File: config.mk
export PLATFORM = sky130hd
export DESIGN_NAME = svds_ctrl
export DESIGN_NICKNAME = d
export VERILOG_FILES = /design/src/design/svds_pkg.sv /design/src/design/svds_ctrl.sv
export SDC_FILE = /design/constraint.sdc
export NUM_CORES = 1
export LEC_CHECK = 0
export BUFFER_PORTS_ARGS = -buffer_cell sky130_fd_sc_hd__buf_2
export CORE_AREA = 2 2 39 41
export DETAILED_ROUTE_END_ITERATION = 16
export DIE_AREA = 0 0 41 43
export GPL_ROUTABILITY_DRIVEN = 0
export RECOVER_POWER = 100
export SYNTH_ARGS = -nofsm -noshare
export SYNTH_HDL_FRONTEND = slang
export SYNTH_SLANG_ARGS = --single-unit
File: constraint.sdc
create_clock -name clk -period 1.1 [get_ports clk]
set_input_delay 0.055 -clock clk [delete_from_list [all_inputs] [get_ports clk]]
set_output_delay 0.055 -clock clk [all_outputs]
set_load 0.01 [all_outputs]
File: src/design/svds_pkg.sv
// shared constants, codes and control types of the sorted visited set
// no dependencies
package svds_pkg;

	localparam int CAPACITY = 64;
	localparam int CNT_W    = $clog2(CAPACITY + 1);
	localparam int KEY_W    = 32;
	localparam int DEPTH_W  = 8;

	localparam logic [1:0] OUT_INSERTED = 2'd0;
	localparam logic [1:0] OUT_LOWERED  = 2'd1;
	localparam logic [1:0] OUT_KNOWN    = 2'd2;
	localparam logic [1:0] OUT_FULL     = 2'd3;

	typedef enum logic [1:0] {
		ST_IDLE,
		ST_CMP,
		ST_COMMIT
	} state_t;

	typedef struct packed {
		logic load;
		logic cmp;
		logic commit;
	} cmd_t;

	typedef struct packed {
		logic [1:0] outcome;
	} sts_t;

endpackage

File: src/design/svds_ctrl.sv
// sequencer for load, compare and commit, and the result register
// depends on svds_pkg
module svds_ctrl import svds_pkg::*; (
	input  logic       clk,
	input  logic       arst_n,
	input  logic       in_valid,
	output logic       in_stall,
	output logic       out_valid,
	input  logic       out_stall,
	output logic [1:0] outcome,
	output logic       explore,
	output cmd_t       cmd,
	input  sts_t       sts
);

	state_t     state_q, state_nxt;
	logic       out_valid_q;
	logic [1:0] outcome_q;
	logic       out_free, accept, commit;

	assign out_free = !out_valid_q || !out_stall;

	always_ff @(posedge clk or negedge arst_n) begin
		if (!arst_n) begin
			state_q <= ST_IDLE;
		end else begin
			state_q <= state_nxt;
		end
	end

	always_comb begin
		state_nxt = state_q;
		in_stall  = 1'b1;
		commit    = 1'b0;
		case (state_q)
			ST_IDLE: begin
				in_stall = 1'b0;
				if (in_valid)
					state_nxt = ST_CMP;
			end
			ST_CMP: begin
				state_nxt = ST_COMMIT;
			end
			ST_COMMIT: begin
				if (out_free) begin
					commit    = 1'b1;
					in_stall  = 1'b0;
					state_nxt = in_valid ? ST_CMP : ST_IDLE;
				end
			end
			default: begin
				state_nxt = ST_IDLE;
			end
		endcase
	end

	assign accept     = in_valid && !in_stall;
	assign cmd.load   = accept;
	assign cmd.cmp    = state_q == ST_CMP;
	assign cmd.commit = commit;

	always_ff @(posedge clk or negedge arst_n) begin
		if (!arst_n) begin
			out_valid_q <= 1'b0;
		end else if (commit) begin
			out_valid_q <= 1'b1;
		end else if (!out_stall) begin
			out_valid_q <= 1'b0;
		end
	end

	always_ff @(posedge clk) begin
		if (commit)
			outcome_q <= sts.outcome;
	end

	assign out_valid = out_valid_q;
	assign outcome   = outcome_q;
	assign explore   = (outcome_q == OUT_INSERTED) || (outcome_q == OUT_LOWERED);

endmodule

# After elaboration in Yosys (flattened, before gate mapping)
# Index checks and enable logic that the tools add are counted.
[totals] ff_bits=5 in_bits=6 out_inout_bits=8 wordCells=28
[classes] n_eq_ne=6 n_mux=10 reduce_logical=9
[ops] operator="$mux 1" n=6
[ops] operator="$pmux 2 s3" n=1
[ops] operator="$eq 2x1->1 const B" n=2
[ops] operator="$logic_not 2->1" n=2
[ops] operator="$mux 2" n=2
[ops] operator="$ne 2x2->1 const B" n=2
[ops] operator="$logic_not 1->1" n=3
[ops] operator="$eq 2x2->1 const B" n=1
[ops] operator="$logic_or 1x1->1" n=2
[ops] operator="$ne 2x1->1 const B" n=1
[ops] operator="$pmux 1 s2" n=1
[ops] operator="$reduce_and 2->1" n=1
[ops] operator="$logic_and 1x1->1" n=1

# Longest topological paths before layout
[logic_depth] depth_word=6 depth_mapped=3 depth_no_buf=2

# Worst setup path before layout
# No wires, ideal clock.
[synth_timing] path_type="reg-to-reg" start="register state_q[0]" end="register outcome_q[0], in the netlist outcome[0], enable pin" arrival_ns=0.752 setup_slack_ns=0.023 stages_incl_launch_ff=3 n_path_buf=0 path_cell_list="dfrtp_1 nand2b_1 a21oi_1"
[synth_via] elab_chain_cells=2
[synth_lines] item="start, declared" line="svds_ctrl.sv:16" source="state_t state_q, state_nxt;"
[synth_lines] item="start signal, assigned" line="svds_ctrl.sv:27" source="state_q <= state_nxt;"
[synth_lines] item="$eq 2x2->1" line="svds_ctrl.sv:35" source="case (state_q)"
[synth_lines] item="$mux 1" line="svds_ctrl.sv:35"
[synth_lines] item="named net commit" line="svds_ctrl.sv:19" source="logic out_free, accept, commit;"
[synth_lines] item="end signal, assigned" line="svds_ctrl.sv:74" source="outcome_q <= sts.outcome;"
[synth_lines] item="end, declared" line="svds_ctrl.sv:18" source="logic [1:0] outcome_q;"
# The timed path passes the listed nets, and every way through them passes these cells.
# A chain may end at the register's enable or synchronous reset.

==> impl_metrics.env <==
export IMPL_status="complete, but fails checks"
export IMPL_violations="setup timing"
export IMPL_clkTransAtPathRegs_ps=40
export IMPL_finalCritPeriodShare=1.06
export IMPL_cts_buffers=3
export IMPL_finalCriticalPeriod_ps=1160
export IMPL_num_vias=210
export IMPL_drive_gt1_frac=0.525
export IMPL_layout_setup_ws_ps=-62.3
export IMPL_antenna_cells=0
export IMPL_die_y_um=43
export IMPL_wire_per_inst_um=9.32
export IMPL_nets=47
export IMPL_placed_cells=47
export IMPL_regArea_um2=136
export IMPL_fin_hold_ws_ps=80.7
export IMPL_critPathTopFamily="flip-flops"
export IMPL_grt_pass1_vias=178
export IMPL_root_buffer="clkbuf_4"
export IMPL_postLayoutCoreUtil=0.295
export IMPL_cp_num_buf_inv=1
export IMPL_worstPathCellList="a311oi_2 > buf_2"
export IMPL_htree_levels=1
export IMPL_final_cell_mix="buf_2 (8), clkbuf_1 (5), clkbuf_4 (3), dlygate4sd3_1 (3), buf_6 (3)"
export IMPL_final_common_cell="buf_2"
export IMPL_core_area_um2=1380
export IMPL_max_stage_delay_ps=440
export IMPL_synth_distinct_cells=11
export IMPL_wl_um=522
export IMPL_grtUsageTotal=0.0666
export IMPL_dr_pass1_iters=1
export IMPL_rows=14
export IMPL_relSlewSlack=0.849
export IMPL_numClockSinks=5
export IMPL_path_max_fanout=6
export IMPL_clockBufferDepth=2
export IMPL_antenna_found_initial=0
export IMPL_overflow=0
export IMPL_place_worst_setup_slack_ps=21.0
export IMPL_io_pins=14
export IMPL_cp_required_ps=1040
export IMPL_slew_viol_final=0
export IMPL_fillers=151
export IMPL_finalHoldViolations=0
export IMPL_clock_skew_ps=3.48
export IMPL_clk_latency_ps=240
export IMPL_maxCapViolations=0
export IMPL_ys_warn_count=0
export IMPL_synth_area_um2=226
export IMPL_avgSynthCellArea_um2=11.9
export IMPL_multi_input_area_um2=83.8
export IMPL_dieArea_um2=1760
export IMPL_ant_nets=0
export IMPL_start_util=0.164
export IMPL_grt_first_pass_wirelength_um=634
export IMPL_die_w_um=41
export IMPL_startpoint_type="flip-flop"
export IMPL_worstMarginPinSlew_ps=225
export IMPL_viasPerCell=3.75
export IMPL_synthCells=19
export IMPL_ir_drop_mv=0.402
export IMPL_port_buffers=13
export IMPL_worstPathArrival_ps=1110
export IMPL_slowest_stage="dfrtp_2"
export IMPL_setup_violations=3
export IMPL_synth_nets=25
export IMPL_area_delta_synth_final_pct=80.1
export IMPL_hold_path_class="input port to flip-flop"
export IMPL_tns_ps=-90.7
export IMPL_ys_seq_area_frac=0.597
export IMPL_crit_type="flip-flop to output port"
export IMPL_p_leak_nw=0.190
export IMPL_drt_iter0_drc=0
export IMPL_end_kind="output port"
export IMPL_ys_seq_elements=5
export IMPL_power_density_nw_per_um2=1510
export IMPL_fin_cells=56
export IMPL_drc=0
export IMPL_rsz0062_at_grt="true"
export IMPL_cts_tree="done"
export IMPL_fmax_ghz=0.860
export IMPL_grt_max_degree=7
==> worst reg2reg max path: stages (launching register included) <==
cell,delay [ps]
dfrtp_1,390
nand2b_4,160
a21oi_2,120
buf_4,130
==> power breakdown <==
group          internal [mW]  switching (mW)
combinational         0.0902          0.0734
clock                  0.137          0.0741
sequential             0.219          0.0209
==> path summary, 6_finish.rpt <==
kind                             from          to  slack (ps)  cells past startpoint
max in group asynchronous      arst_n   out_valid         770                      2
hold reg to reg            state_q[0]  state_q[0]         560                      2
setup / recovery            out_valid      cmd[2]         -60                      2
setup reg to reg           state_q[0]  outcome[0]          20                      3
min in group asynchronous      arst_n  state_q[1]         150                      2
hold / removal               in_valid  state_q[0]          80                      3
==> Yosys cell counts <==
cell	n	area share
nand2_1	2	0.033
dfrtp_1	3	0.33
buf_4	3	0.099
edfxtp_1	2	0.27
a31o_1	1	0.039
nor2b_2	1	0.039
a21oi_1	1	0.022
o21bai_1	1	0.033
nand2b_1	1	0.028
a311oi_1	2	0.077
inv_1	2	0.033
==> timing repair <==
action                                  CTS  global route
resized for setup                         4             4
hold endpoints to repair                  5             0
pin swaps                                 1             1
hold buffers                              3             0
endpoints found under the setup margin    3             6
setup buffers                             1             1
==> per-stage QoR <==
stage / area, µm² / total power [mW]
4_1_cts: 380 / 0.596
5_1_grt: 408 / 0.659
3_5_place_dp: 304 / 0.350
6_report: 408 / 0.615
2_1_floorplan: 226 / 0.305
3_3_place_gp: 304 / 0.350
==> state kept, by name, indices dropped and copies added (netlist names) <==
signal / count
state_q: 2
outcome: 2
out_valid: 1
==> kinds of logic (layout without fill, tap and decap cells) <==
kind of cell    count (synthesis)  count (layout)  share of synthesized area
flops                           5               5                      0.597
buf+inv                         5              26                      0.133
compound gates                  5               5                      0.171
simple gates                    4               4                     0.0995
==> area by class of cell <==
class,count,area share
sequential,5,0.334
clock buffer,4,0.0644
inverter,2,0.0184
multi-input combinational,9,0.206
tap,16,0.0491
timing repair buffer,20,0.328
==> metal layers <==
metal	routed length (µm)	vias up	share of wire	GRT usage
met2	262	8	0.50	0.0750
met1	197	94	0.38	0.0588
met4	8	0	0.015	0.0800
met3	53	2	0.10	0.0628
met5	0	-	0	0
li1	-	106	-	-
Power figures use the tool's default switching activity.
